**src/hw/rtl/ptd_pkg.sv**
```systemverilog
// ----------------------------------------------------------------------------
// ptd_pkg
// Shared codes, state type and controller/datapath command and status structs
// for the periodic task dispatcher.
// ----------------------------------------------------------------------------
package ptd_pkg;

    localparam int ID_COUNT = 16;
    localparam int ID_W     = 4;

    localparam logic [1:0] REQ_TICK       = 2'd0;
    localparam logic [1:0] REQ_REG_TAIL   = 2'd1;
    localparam logic [1:0] REQ_REG_HEAD   = 2'd2;
    localparam logic [1:0] REQ_UNREGISTER = 2'd3;

    localparam logic [1:0] KIND_DONE    = 2'd0;
    localparam logic [1:0] KIND_REFUSED = 2'd1;
    localparam logic [1:0] KIND_DUE     = 2'd2;
    localparam logic [1:0] KIND_NONE    = 2'd3;

    typedef enum logic [3:0] {
        ST_IDLE,
        ST_DECODE,
        ST_HEAD_RD,
        ST_HEAD_WR,
        ST_REM_RD,
        ST_REM_CHK,
        ST_TICK_RD,
        ST_TICK_CHK,
        ST_TICK_END,
        ST_EMIT
    } state_t;

    typedef enum logic [2:0] {
        WR_NONE,
        WR_TAIL,
        WR_HEAD,
        WR_UP,
        WR_DOWN
    } wr_op_t;

    typedef enum logic [2:0] {
        IDX_HOLD,
        IDX_ZERO,
        IDX_COUNT,
        IDX_INC,
        IDX_DEC
    } idx_op_t;

    typedef enum logic [1:0] {
        EMIT_NONE,
        EMIT_REQ,
        EMIT_PEND_MID,
        EMIT_END
    } emit_op_t;

    typedef struct packed {
        logic     load;
        logic     clk_add;
        logic     kind_load;
        logic     reg_commit;
        logic     unreg_commit;
        logic     cnt_dec;
        logic     found_upd;
        logic     stamp;
        logic     mem_rd;
        logic     rd_prev;
        wr_op_t   wr_op;
        idx_op_t  idx_op;
        emit_op_t emit_op;
    } cmd_t;

    typedef struct packed {
        logic [1:0] req_type;
        logic       refuse;
        logic       idx_zero;
        logic       idx_at_count;
        logic       found;
        logic       due;
        logic       pend_valid;
        logic       out_free;
    } stat_t;

endpackage

```
**src/hw/rtl/periodic_task_dispatcher.sv**
```systemverilog
// Sequence: a tail insert or refused request is decoded, then gives its result word;
// a head insert shifts stored tasks up from the tail, an unregister scans from the head
// moving later tasks down, a tick checks every stored task; results wait on m_ready.
// One request word at a time; the next is taken once the last result word is issued.
// Reset: synchronous active-low aresetn clears the clock, task count, flags and
// handshake state; task tables and run order are written before they are read.
// ----------------------------------------------------------------------------
// periodic_task_dispatcher
// Cooperative periodic task scheduler with an ordered run table and a 64-bit
// microsecond clock.
// ----------------------------------------------------------------------------
module periodic_task_dispatcher #(
    parameter int MAX_TASKS = 16
) (
    input  logic        aclk,
    input  logic        aresetn,
    input  logic        s_valid,
    output logic        s_ready,
    input  logic [1:0]  s_req_type,
    input  logic [3:0]  s_task_id,
    input  logic [31:0] s_interval_usec,
    input  logic [31:0] s_tick_delta_usec,
    output logic        m_valid,
    input  logic        m_ready,
    output logic [1:0]  m_result_kind,
    output logic [3:0]  m_due_task,
    output logic        m_last_result
);

    ptd_pkg::cmd_t  cmd;
    ptd_pkg::stat_t stat;

    ptd_ctrl u_ctrl (
        .aclk    (aclk),
        .aresetn (aresetn),
        .s_valid (s_valid),
        .s_ready (s_ready),
        .stat    (stat),
        .cmd     (cmd)
    );

    ptd_datapath #(
        .MAX_TASKS (MAX_TASKS)
    ) u_datapath (
        .aclk              (aclk),
        .aresetn           (aresetn),
        .cmd               (cmd),
        .stat              (stat),
        .s_req_type        (s_req_type),
        .s_task_id         (s_task_id),
        .s_interval_usec   (s_interval_usec),
        .s_tick_delta_usec (s_tick_delta_usec),
        .m_valid           (m_valid),
        .m_ready           (m_ready),
        .m_result_kind     (m_result_kind),
        .m_due_task        (m_due_task),
        .m_last_result     (m_last_result)
    );

endmodule

```
**src/hw/rtl/ptd_datapath.sv**
```systemverilog
// ----------------------------------------------------------------------------
// ptd_datapath
// Run-order memory, task tables, microsecond clock, scan index and result
// register of the periodic task dispatcher.
// ----------------------------------------------------------------------------
module ptd_datapath #(
    parameter int MAX_TASKS = 16
) (
    input  logic                 aclk,
    input  logic                 aresetn,
    input  ptd_pkg::cmd_t        cmd,
    output ptd_pkg::stat_t       stat,
    input  logic [1:0]           s_req_type,
    input  logic [3:0]           s_task_id,
    input  logic [31:0]          s_interval_usec,
    input  logic [31:0]          s_tick_delta_usec,
    output logic                 m_valid,
    input  logic                 m_ready,
    output logic [1:0]           m_result_kind,
    output logic [3:0]           m_due_task,
    output logic                 m_last_result
);

    localparam int IW = (MAX_TASKS > 1) ? $clog2(MAX_TASKS) : 1;
    localparam int CW = $clog2(MAX_TASKS + 1);
    localparam logic [CW-1:0] CNT_MAX = CW'(MAX_TASKS);

    logic [1:0]  req_type_reg;
    logic [3:0]  id_reg;
    logic [31:0] interval_reg;
    logic [31:0] delta_reg;
    logic [63:0] clock_reg;
    logic [CW-1:0] cnt_reg;
    logic [CW-1:0] idx_reg;
    logic [CW-1:0] idx_next;
    logic [ptd_pkg::ID_COUNT-1:0] flags_reg;
    logic [31:0] period_reg [ptd_pkg::ID_COUNT];
    logic [63:0] last_reg [ptd_pkg::ID_COUNT];
    logic [3:0]  run_order [MAX_TASKS];
    logic [3:0]  rd_data_reg;
    logic        found_reg;
    logic        pend_valid_reg;
    logic [3:0]  pend_id_reg;
    logic [1:0]  kind_reg;
    logic        m_valid_reg;
    logic [1:0]  m_kind_reg;
    logic [3:0]  m_task_reg;
    logic        m_last_reg;

    logic [CW-1:0] idx_m1;
    logic          wr_en;
    logic [IW-1:0] wr_addr;
    logic [3:0]    wr_data;
    logic [IW-1:0] rd_addr;
    logic [63:0]   elapsed;
    logic          due;
    logic          out_free;
    logic          emit;

    assign idx_m1   = idx_reg - 1'b1;
    assign elapsed  = clock_reg - last_reg[rd_data_reg];
    assign due      = elapsed >= {32'd0, period_reg[rd_data_reg]};
    assign out_free = !m_valid_reg || m_ready;
    assign emit     = cmd.emit_op != ptd_pkg::EMIT_NONE;

    always_comb begin
        stat.req_type     = req_type_reg;
        stat.refuse       = (req_type_reg == ptd_pkg::REQ_UNREGISTER) ? !flags_reg[id_reg]
                          : (flags_reg[id_reg] || cnt_reg == CNT_MAX);
        stat.idx_zero     = idx_reg == '0;
        stat.idx_at_count = idx_reg == cnt_reg;
        stat.found        = found_reg;
        stat.due          = due;
        stat.pend_valid   = pend_valid_reg;
        stat.out_free     = out_free;
    end

    // run-order memory ports
    always_comb begin
        wr_en   = 1'b1;
        wr_addr = idx_reg[IW-1:0];
        wr_data = rd_data_reg;
        case (cmd.wr_op)
            ptd_pkg::WR_TAIL: begin
                wr_addr = cnt_reg[IW-1:0];
                wr_data = id_reg;
            end
            ptd_pkg::WR_HEAD: begin
                wr_addr = '0;
                wr_data = id_reg;
            end
            ptd_pkg::WR_UP:   wr_addr = idx_reg[IW-1:0];
            ptd_pkg::WR_DOWN: wr_addr = idx_m1[IW-1:0];
            default:          wr_en   = 1'b0;
        endcase
        rd_addr = cmd.rd_prev ? idx_m1[IW-1:0] : idx_reg[IW-1:0];
    end

    always_ff @(posedge aclk) begin
        if (wr_en) begin
            run_order[wr_addr] <= wr_data;
        end
        if (cmd.mem_rd) begin
            rd_data_reg <= run_order[rd_addr];
        end
    end

    always_comb begin
        case (cmd.idx_op)
            ptd_pkg::IDX_ZERO:  idx_next = '0;
            ptd_pkg::IDX_COUNT: idx_next = cnt_reg;
            ptd_pkg::IDX_INC:   idx_next = idx_reg + 1'b1;
            ptd_pkg::IDX_DEC:   idx_next = idx_m1;
            default:            idx_next = idx_reg;
        endcase
    end

    // payload, task-table, index and result registers
    always_ff @(posedge aclk) begin
        idx_reg <= idx_next;
        if (cmd.load) begin
            req_type_reg <= s_req_type;
            id_reg       <= s_task_id;
            interval_reg <= s_interval_usec;
            delta_reg    <= s_tick_delta_usec;
        end
        if (cmd.kind_load) begin
            kind_reg <= stat.refuse ? ptd_pkg::KIND_REFUSED : ptd_pkg::KIND_DONE;
        end
        if (cmd.reg_commit) begin
            period_reg[id_reg] <= interval_reg;
            last_reg[id_reg]   <= '0;
        end
        if (cmd.stamp) begin
            last_reg[rd_data_reg] <= clock_reg;
            pend_id_reg           <= rd_data_reg;
        end
        if (emit) begin
            case (cmd.emit_op)
                ptd_pkg::EMIT_REQ: begin
                    m_kind_reg <= kind_reg;
                    m_task_reg <= '0;
                    m_last_reg <= 1'b1;
                end
                ptd_pkg::EMIT_PEND_MID: begin
                    m_kind_reg <= ptd_pkg::KIND_DUE;
                    m_task_reg <= pend_id_reg;
                    m_last_reg <= 1'b0;
                end
                default: begin
                    m_kind_reg <= pend_valid_reg ? ptd_pkg::KIND_DUE : ptd_pkg::KIND_NONE;
                    m_task_reg <= pend_valid_reg ? pend_id_reg : 4'd0;
                    m_last_reg <= 1'b1;
                end
            endcase
        end
    end

    // control state
    always_ff @(posedge aclk) begin
        if (!aresetn) begin
            clock_reg      <= '0;
            cnt_reg        <= '0;
            flags_reg      <= '0;
            found_reg      <= 1'b0;
            pend_valid_reg <= 1'b0;
            m_valid_reg    <= 1'b0;
        end else begin
            if (cmd.clk_add) begin
                clock_reg <= clock_reg + {32'd0, delta_reg};
            end
            if (cmd.reg_commit) begin
                flags_reg[id_reg] <= 1'b1;
                cnt_reg           <= cnt_reg + 1'b1;
            end else if (cmd.cnt_dec) begin
                cnt_reg <= cnt_reg - 1'b1;
            end
            if (cmd.unreg_commit) begin
                flags_reg[id_reg] <= 1'b0;
            end
            if (cmd.load) begin
                found_reg <= 1'b0;
            end else if (cmd.found_upd) begin
                found_reg <= found_reg || (rd_data_reg == id_reg);
            end
            if (cmd.stamp) begin
                pend_valid_reg <= 1'b1;
            end else if (cmd.emit_op == ptd_pkg::EMIT_END) begin
                pend_valid_reg <= 1'b0;
            end
            if (emit) begin
                m_valid_reg <= 1'b1;
            end else if (m_ready) begin
                m_valid_reg <= 1'b0;
            end
        end
    end

    assign m_valid       = m_valid_reg;
    assign m_result_kind = m_kind_reg;
    assign m_due_task    = m_task_reg;
    assign m_last_result = m_last_reg;

endmodule

```
**src/hw/rtl/ptd_ctrl.sv**
```systemverilog
// ----------------------------------------------------------------------------
// ptd_ctrl
// Request sequencer: decodes a request word and steps the datapath through
// insert, remove and scan passes over the run-order memory.
// ----------------------------------------------------------------------------
module ptd_ctrl (
    input  logic            aclk,
    input  logic            aresetn,
    input  logic            s_valid,
    output logic            s_ready,
    input  ptd_pkg::stat_t  stat,
    output ptd_pkg::cmd_t   cmd
);

    ptd_pkg::state_t state_reg;
    ptd_pkg::state_t state_next;

    always_ff @(posedge aclk) begin
        if (!aresetn) begin
            state_reg <= ptd_pkg::ST_IDLE;
        end else begin
            state_reg <= state_next;
        end
    end

    always_comb begin
        state_next = state_reg;
        case (state_reg)
            ptd_pkg::ST_IDLE: begin
                if (s_valid) state_next = ptd_pkg::ST_DECODE;
            end
            ptd_pkg::ST_DECODE: begin
                if (stat.req_type == ptd_pkg::REQ_TICK) begin
                    state_next = ptd_pkg::ST_TICK_RD;
                end else if (stat.refuse || stat.req_type == ptd_pkg::REQ_REG_TAIL) begin
                    state_next = ptd_pkg::ST_EMIT;
                end else if (stat.req_type == ptd_pkg::REQ_REG_HEAD) begin
                    state_next = ptd_pkg::ST_HEAD_RD;
                end else begin
                    state_next = ptd_pkg::ST_REM_RD;
                end
            end
            ptd_pkg::ST_HEAD_RD: begin
                state_next = stat.idx_zero ? ptd_pkg::ST_EMIT : ptd_pkg::ST_HEAD_WR;
            end
            ptd_pkg::ST_HEAD_WR: state_next = ptd_pkg::ST_HEAD_RD;
            ptd_pkg::ST_REM_RD: begin
                state_next = stat.idx_at_count ? ptd_pkg::ST_EMIT : ptd_pkg::ST_REM_CHK;
            end
            ptd_pkg::ST_REM_CHK: state_next = ptd_pkg::ST_REM_RD;
            ptd_pkg::ST_TICK_RD: begin
                state_next = stat.idx_at_count ? ptd_pkg::ST_TICK_END : ptd_pkg::ST_TICK_CHK;
            end
            ptd_pkg::ST_TICK_CHK: begin
                if (!(stat.due && stat.pend_valid && !stat.out_free)) begin
                    state_next = ptd_pkg::ST_TICK_RD;
                end
            end
            ptd_pkg::ST_TICK_END,
            ptd_pkg::ST_EMIT: begin
                if (stat.out_free) state_next = ptd_pkg::ST_IDLE;
            end
            default: state_next = ptd_pkg::ST_IDLE;
        endcase
    end

    always_comb begin
        cmd = '0;
        cmd.wr_op   = ptd_pkg::WR_NONE;
        cmd.idx_op  = ptd_pkg::IDX_HOLD;
        cmd.emit_op = ptd_pkg::EMIT_NONE;
        s_ready     = 1'b0;
        case (state_reg)
            ptd_pkg::ST_IDLE: begin
                s_ready  = 1'b1;
                cmd.load = s_valid;
            end
            ptd_pkg::ST_DECODE: begin
                cmd.kind_load = 1'b1;
                if (stat.req_type == ptd_pkg::REQ_TICK) begin
                    cmd.clk_add = 1'b1;
                    cmd.idx_op  = ptd_pkg::IDX_ZERO;
                end else if (!stat.refuse) begin
                    case (stat.req_type)
                        ptd_pkg::REQ_REG_TAIL: begin
                            cmd.wr_op      = ptd_pkg::WR_TAIL;
                            cmd.reg_commit = 1'b1;
                        end
                        ptd_pkg::REQ_REG_HEAD: cmd.idx_op = ptd_pkg::IDX_COUNT;
                        default: begin
                            cmd.unreg_commit = 1'b1;
                            cmd.idx_op       = ptd_pkg::IDX_ZERO;
                        end
                    endcase
                end
            end
            ptd_pkg::ST_HEAD_RD: begin
                if (stat.idx_zero) begin
                    cmd.wr_op      = ptd_pkg::WR_HEAD;
                    cmd.reg_commit = 1'b1;
                end else begin
                    cmd.mem_rd  = 1'b1;
                    cmd.rd_prev = 1'b1;
                end
            end
            ptd_pkg::ST_HEAD_WR: begin
                cmd.wr_op  = ptd_pkg::WR_UP;
                cmd.idx_op = ptd_pkg::IDX_DEC;
            end
            ptd_pkg::ST_REM_RD: begin
                if (stat.idx_at_count) begin
                    cmd.cnt_dec = 1'b1;
                end else begin
                    cmd.mem_rd = 1'b1;
                end
            end
            ptd_pkg::ST_REM_CHK: begin
                // entries after the removed id move down one place
                if (stat.found) cmd.wr_op = ptd_pkg::WR_DOWN;
                cmd.found_upd = 1'b1;
                cmd.idx_op    = ptd_pkg::IDX_INC;
            end
            ptd_pkg::ST_TICK_RD: begin
                cmd.mem_rd = !stat.idx_at_count;
            end
            ptd_pkg::ST_TICK_CHK: begin
                // a due id is held back until the next due id or scan end so the final one can carry last
                if (stat.due) begin
                    if (!stat.pend_valid || stat.out_free) begin
                        cmd.stamp   = 1'b1;
                        cmd.idx_op  = ptd_pkg::IDX_INC;
                        cmd.emit_op = stat.pend_valid ? ptd_pkg::EMIT_PEND_MID
                                                      : ptd_pkg::EMIT_NONE;
                    end
                end else begin
                    cmd.idx_op = ptd_pkg::IDX_INC;
                end
            end
            ptd_pkg::ST_TICK_END: begin
                if (stat.out_free) cmd.emit_op = ptd_pkg::EMIT_END;
            end
            ptd_pkg::ST_EMIT: begin
                if (stat.out_free) cmd.emit_op = ptd_pkg::EMIT_REQ;
            end
            default: begin
                cmd.wr_op = ptd_pkg::WR_NONE;
            end
        endcase
    end

endmodule

```
**config.mk**
```make
export PLATFORM = sky130hd
export DESIGN_NAME = periodic_task_dispatcher
export DESIGN_NICKNAME = d
export VERILOG_FILES = /design/src/hw/rtl/ptd_pkg.sv /design/src/hw/rtl/periodic_task_dispatcher.sv /design/src/hw/rtl/ptd_datapath.sv /design/src/hw/rtl/ptd_ctrl.sv
export SDC_FILE = /design/constraint.sdc
export NUM_CORES = 2
export LEC_CHECK = 0
export BUFFER_PORTS_ARGS = -buffer_cell sky130_fd_sc_hd__buf_2
export CAP_MARGIN = 20
export CORE_MARGIN = 4
export CORE_UTILIZATION = 49
export DETAILED_ROUTE_END_ITERATION = 10
export MAX_ROUTING_LAYER = met4
export PLACE_DENSITY = 0.7
export RECOVER_POWER = 50
export SYNTH_ARGS = -nofsm -noshare
export SYNTH_HDL_FRONTEND = slang
export SYNTH_HIERARCHICAL = 1
export SYNTH_SLANG_ARGS = --single-unit
```
**constraint.sdc**
```tcl
create_clock -name aclk -period 24.2 [get_ports aclk]
set_input_delay 6.05 -clock aclk [delete_from_list [all_inputs] [get_ports aclk]]
set_output_delay 6.05 -clock aclk [all_outputs]
set_load 0.05 [all_outputs]
```
==> summary.md <==
| Metric | Value |
|---|---|
| Status | finished, violations left |
| Failing checks | capacitance limit, slew limit |
| Period utilization | 0.705 |
| Fillers | about 13,000 |
| Largest net degree at the start of global routing | 147 |
| Hpwl dp | 130 mm |
| Tmin final | 17.06 ns |
| Psw | 2.08 mW |
| Synth Instances | 5,254 |
| Total Wirelength | around 220 mm |
| Nets | 5,479 |
| Met3 wire length | around 18 mm |
| Layout cells sized above 1 | 0.184 |
| Gr ovfl total | 0 |
| DRC viols | 0 |
| Gpl congestion | 0.994 |
| Most frequent cell after synthesis | edfxtp_1 |
| Hold WC Path Type | flop to flop |
| Cell Int Power | about 5.5 mW |
| Slowest stage delay, CP | between 5 and 6 ns |
| Detail Route Antenna Nets | 0 |
| Initial antenna violation count | 10 |
| Drt wl/cell | 29.0 microns |
| Non-filler instance count after layout | roughly 7,600 |
| TritonCTS clock tree | yes |
| Number of enable flip-flop cells after synthesis | 1,691 |
| Fin. Hold Viols | 0 |
| # rows | 149 |
| Global-route usage over all layers | 0.260 |
| Predominant post-synthesis flop cell | edfxtp_1 |
| Clock buffer depth | 3 |
| Syn_nets | 5,473 |
| R2R Setup Slk | roughly 7 ns |
| Ys async rst share | 0 |
| VDD IR max | 0.0813 mV |
| Max reg flops | slightly above 1,000 |
| Seq/Total Area, Yosys | 0.643 |
| Diodes inserted | 0 |
| Synth top area share | 0.620 |
| Peak Freq | 58.6 MHz |
| Clock Sinks | roughly 1,800 |
| TritonCTS Buffers | approximately 180 |
| Post-synth top area cell | edfxtp_1 |
| Iteration-0 DRC count of the detailed router | around 6,000 |
| Seq pwr share | 0.463 |
| Post-CTS Setup Repair Bufs | 0 |
| Most frequent cells after synthesis | edfxtp_1, and2_1, mux4_2 |
| Top layer reached by signal wires | met4 |
| Met1 WL | 88.3 mm |
| IO buf count | slightly above 80 |
| Hold-fix buffers, CTS | 0 |
| Max H-tree Level | 4 |
| Cell Area, Synth | ~0.082 sq mm |
| Starting Density | 0.494 |
| First-pass detailed-route iteration total | 5 |
| CTS resizes | 0 |
| Switching portion of total power | 0.275 |
| WHS | between 0.5 and 0.6 ns |
| Yosys cell types | 86 |
| Die width | 417 microns |
| Post-Syn Area per Cell | 15.6 sq um |
| Clock power frac | 0.356 |
| Fin Setup TNS | 0 ns |
| Die height | 417 microns |
| Crit path DAT | 17.47 ns |
| Clock-pin slew on the worst setup and hold paths | 0.06 ns |
| Max Slew Vio Count | around 1,200 |
| Via count | 47,333 |
| Ports | between 80 and 90 |
| Critical Path RT | 24.61 ns |
| Critical path start-end classification | flop to flop |
| FF+latch count, synth | 1,783 |
| Met2 WL | around 110 mm |
| Startpoint Class | flop |
| Number of global-route vias before repair | about 47,000 |
| Max-slew headroom | -4.85 |
| Worst Skew | 0.0586 ns |
| Yosys warns | 6 |
| Placed Cells | 7,264 |
| P_leak | about 31 nW |
| First-pass GRT wire length | 324 mm |
| Synth top area cells | edfxtp_1, mux4_2, and2_1 |
| Critical path fanouts, max | 94 |
| Die area | 0.174 sq mm |
| RSZ-0062 raised after global routing | false |
| Clock Root Buffer | clkbuf_16 |
| Crit. End Element | flop |
| Comb pwr share | 0.181 |
| Routed vias/inst | 6.23 |
| # setup viols final | 0 |
| Area Overhead vs Synth | 10.5% |
| Max Cap Violations | 31 |
| Pwr per Cell Area | 83.8 mW/mm^2 |
| Worst-margin pin slew | 8.77 ns |
| CORE AREA | 0.166 sq mm |
| Tot Pwr | around 7.6 mW |
| Clk_lat worst skew | a little over 0.8 ns |
| CP max-delay cell | clkbuf_1 |
## area by class of cell
type / instances / area (sq um) / area share
Sequential cell: 1783 / 52600 / 0.582
Multi-Input combinational cell: 2924 / 27400 / 0.303
Clock buffer: 243 / 4890 / 0.0540
Tap cell: 2189 / 2740 / 0.0303
Timing Repair Buffer: 213 / 1320 / 0.0145
Clock inverter: 91 / 833 / 0.00922
Inverter: 155 / 582 / 0.00644
## layer usage
metal / up-vias / GRT usage
li1: 20110 / -
met1: 24585 / 0.353
met2: 2266 / 0.408
met3: 372 / 0.0405
met4: 0 / 0.0861
met5: - / -
## worst paths after layout
path                                                    to                                 from  cells after the start
setup / recovery  u_datapath/last_reg[2][40]$_SDFFCE_PN0P_  u_datapath/rd_data_reg[0]$_DFFE_PP_                     32
hold / removal         u_datapath/flags_reg[14]$_SDFF_PN0_  u_datapath/flags_reg[14]$_SDFF_PN0_                      1
setup reg to reg  u_datapath/last_reg[2][40]$_SDFFCE_PN0P_  u_datapath/rd_data_reg[0]$_DFFE_PP_                     32
hold reg to reg        u_datapath/flags_reg[14]$_SDFF_PN0_  u_datapath/flags_reg[14]$_SDFF_PN0_                      1
## power groups by stage
stage / sequential (mW) / combinational [mW] / clock (mW)
after floorplan: 3.55 / 0.931 / 0
after global placement: 3.57 / 1.33 / 0
after detailed placement: 3.57 / 1.34 / 0
after CTS: 3.51 / 1.35 / 2.73
after global routing: 3.52 / 1.47 / 2.87
final: 3.51 / 1.37 / 2.70
## cell usage in the layout, fill, tap and decap left out, drive strengths merged, types with 14 or more instances in the layout
| master | count |
|---|---|
| and2 | 897 |
| a31oi | 16 |
| a211oi | 15 |
| buf | 158 |
| nor4 | 51 |
| xor2 | 63 |
| nor2b | 46 |
| ha | 142 |
| clkbuf | 298 |
| nand4 | 39 |
| o21ai | 123 |
| a21o | 37 |
| inv | 153 |
| o22ai | 22 |
| edfxtp | 1691 |
| nand2 | 132 |
| dfxtp | 92 |
| nand2b | 27 |
| mux4 | 505 |
| o21a | 22 |
| clkinv | 83 |
| o21bai | 14 |
| a21oi | 138 |
| and3 | 18 |
| o221a | 16 |
| xnor2 | 60 |
| nand3 | 42 |
| nor2 | 136 |
| nor3 | 173 |
| mux2i | 26 |
## worst max-delay path, delay by kind of cell (launching register included)
family                     cells  cell delay (ns)
xor gates and xnor gates       1             0.20
adders and majority gates      3             1.01
and+or+nand+nor               12             2.02
muxes                          2             1.36
buffers and inverters          5             7.38
DFF                            1             0.59
AOI/OAI and AO/OA              9             3.89
## cells by family (layout without fill, tap and decap cells)
| family | Yosys count | count (layout) | synth area share |
|---|---|---|---|
| multiplexers | 539 | 539 | 0.143 |
| buffers and inverters | 547 | 702 | 0.0255 |
| AND/OR/NAND/NOR | 1622 | 1622 | 0.114 |
| AO/OA/AOI/OAI | 494 | 494 | 0.0388 |
| flip-flops | 1783 | 1783 | 0.643 |
| adder cells (fa/ha/maj) | 146 | 146 | 0.0226 |
| XOR/XNOR | 123 | 123 | 0.0132 |
## per-stage QoR
step / setup WS, ns / area [sq um] / util
floorplan: 12.72 / 81800 / -
global placement: 12.33 / 84900 / 0.513
detailed placement: 12.31 / 85000 / 0.513
CTS: 12.25 / 90700 / 0.548
global route: 5.66 / 90400 / 0.546
finish: 7.14 / 90400 / 0.546
Note: power is estimated with default switching activity, not from simulation.
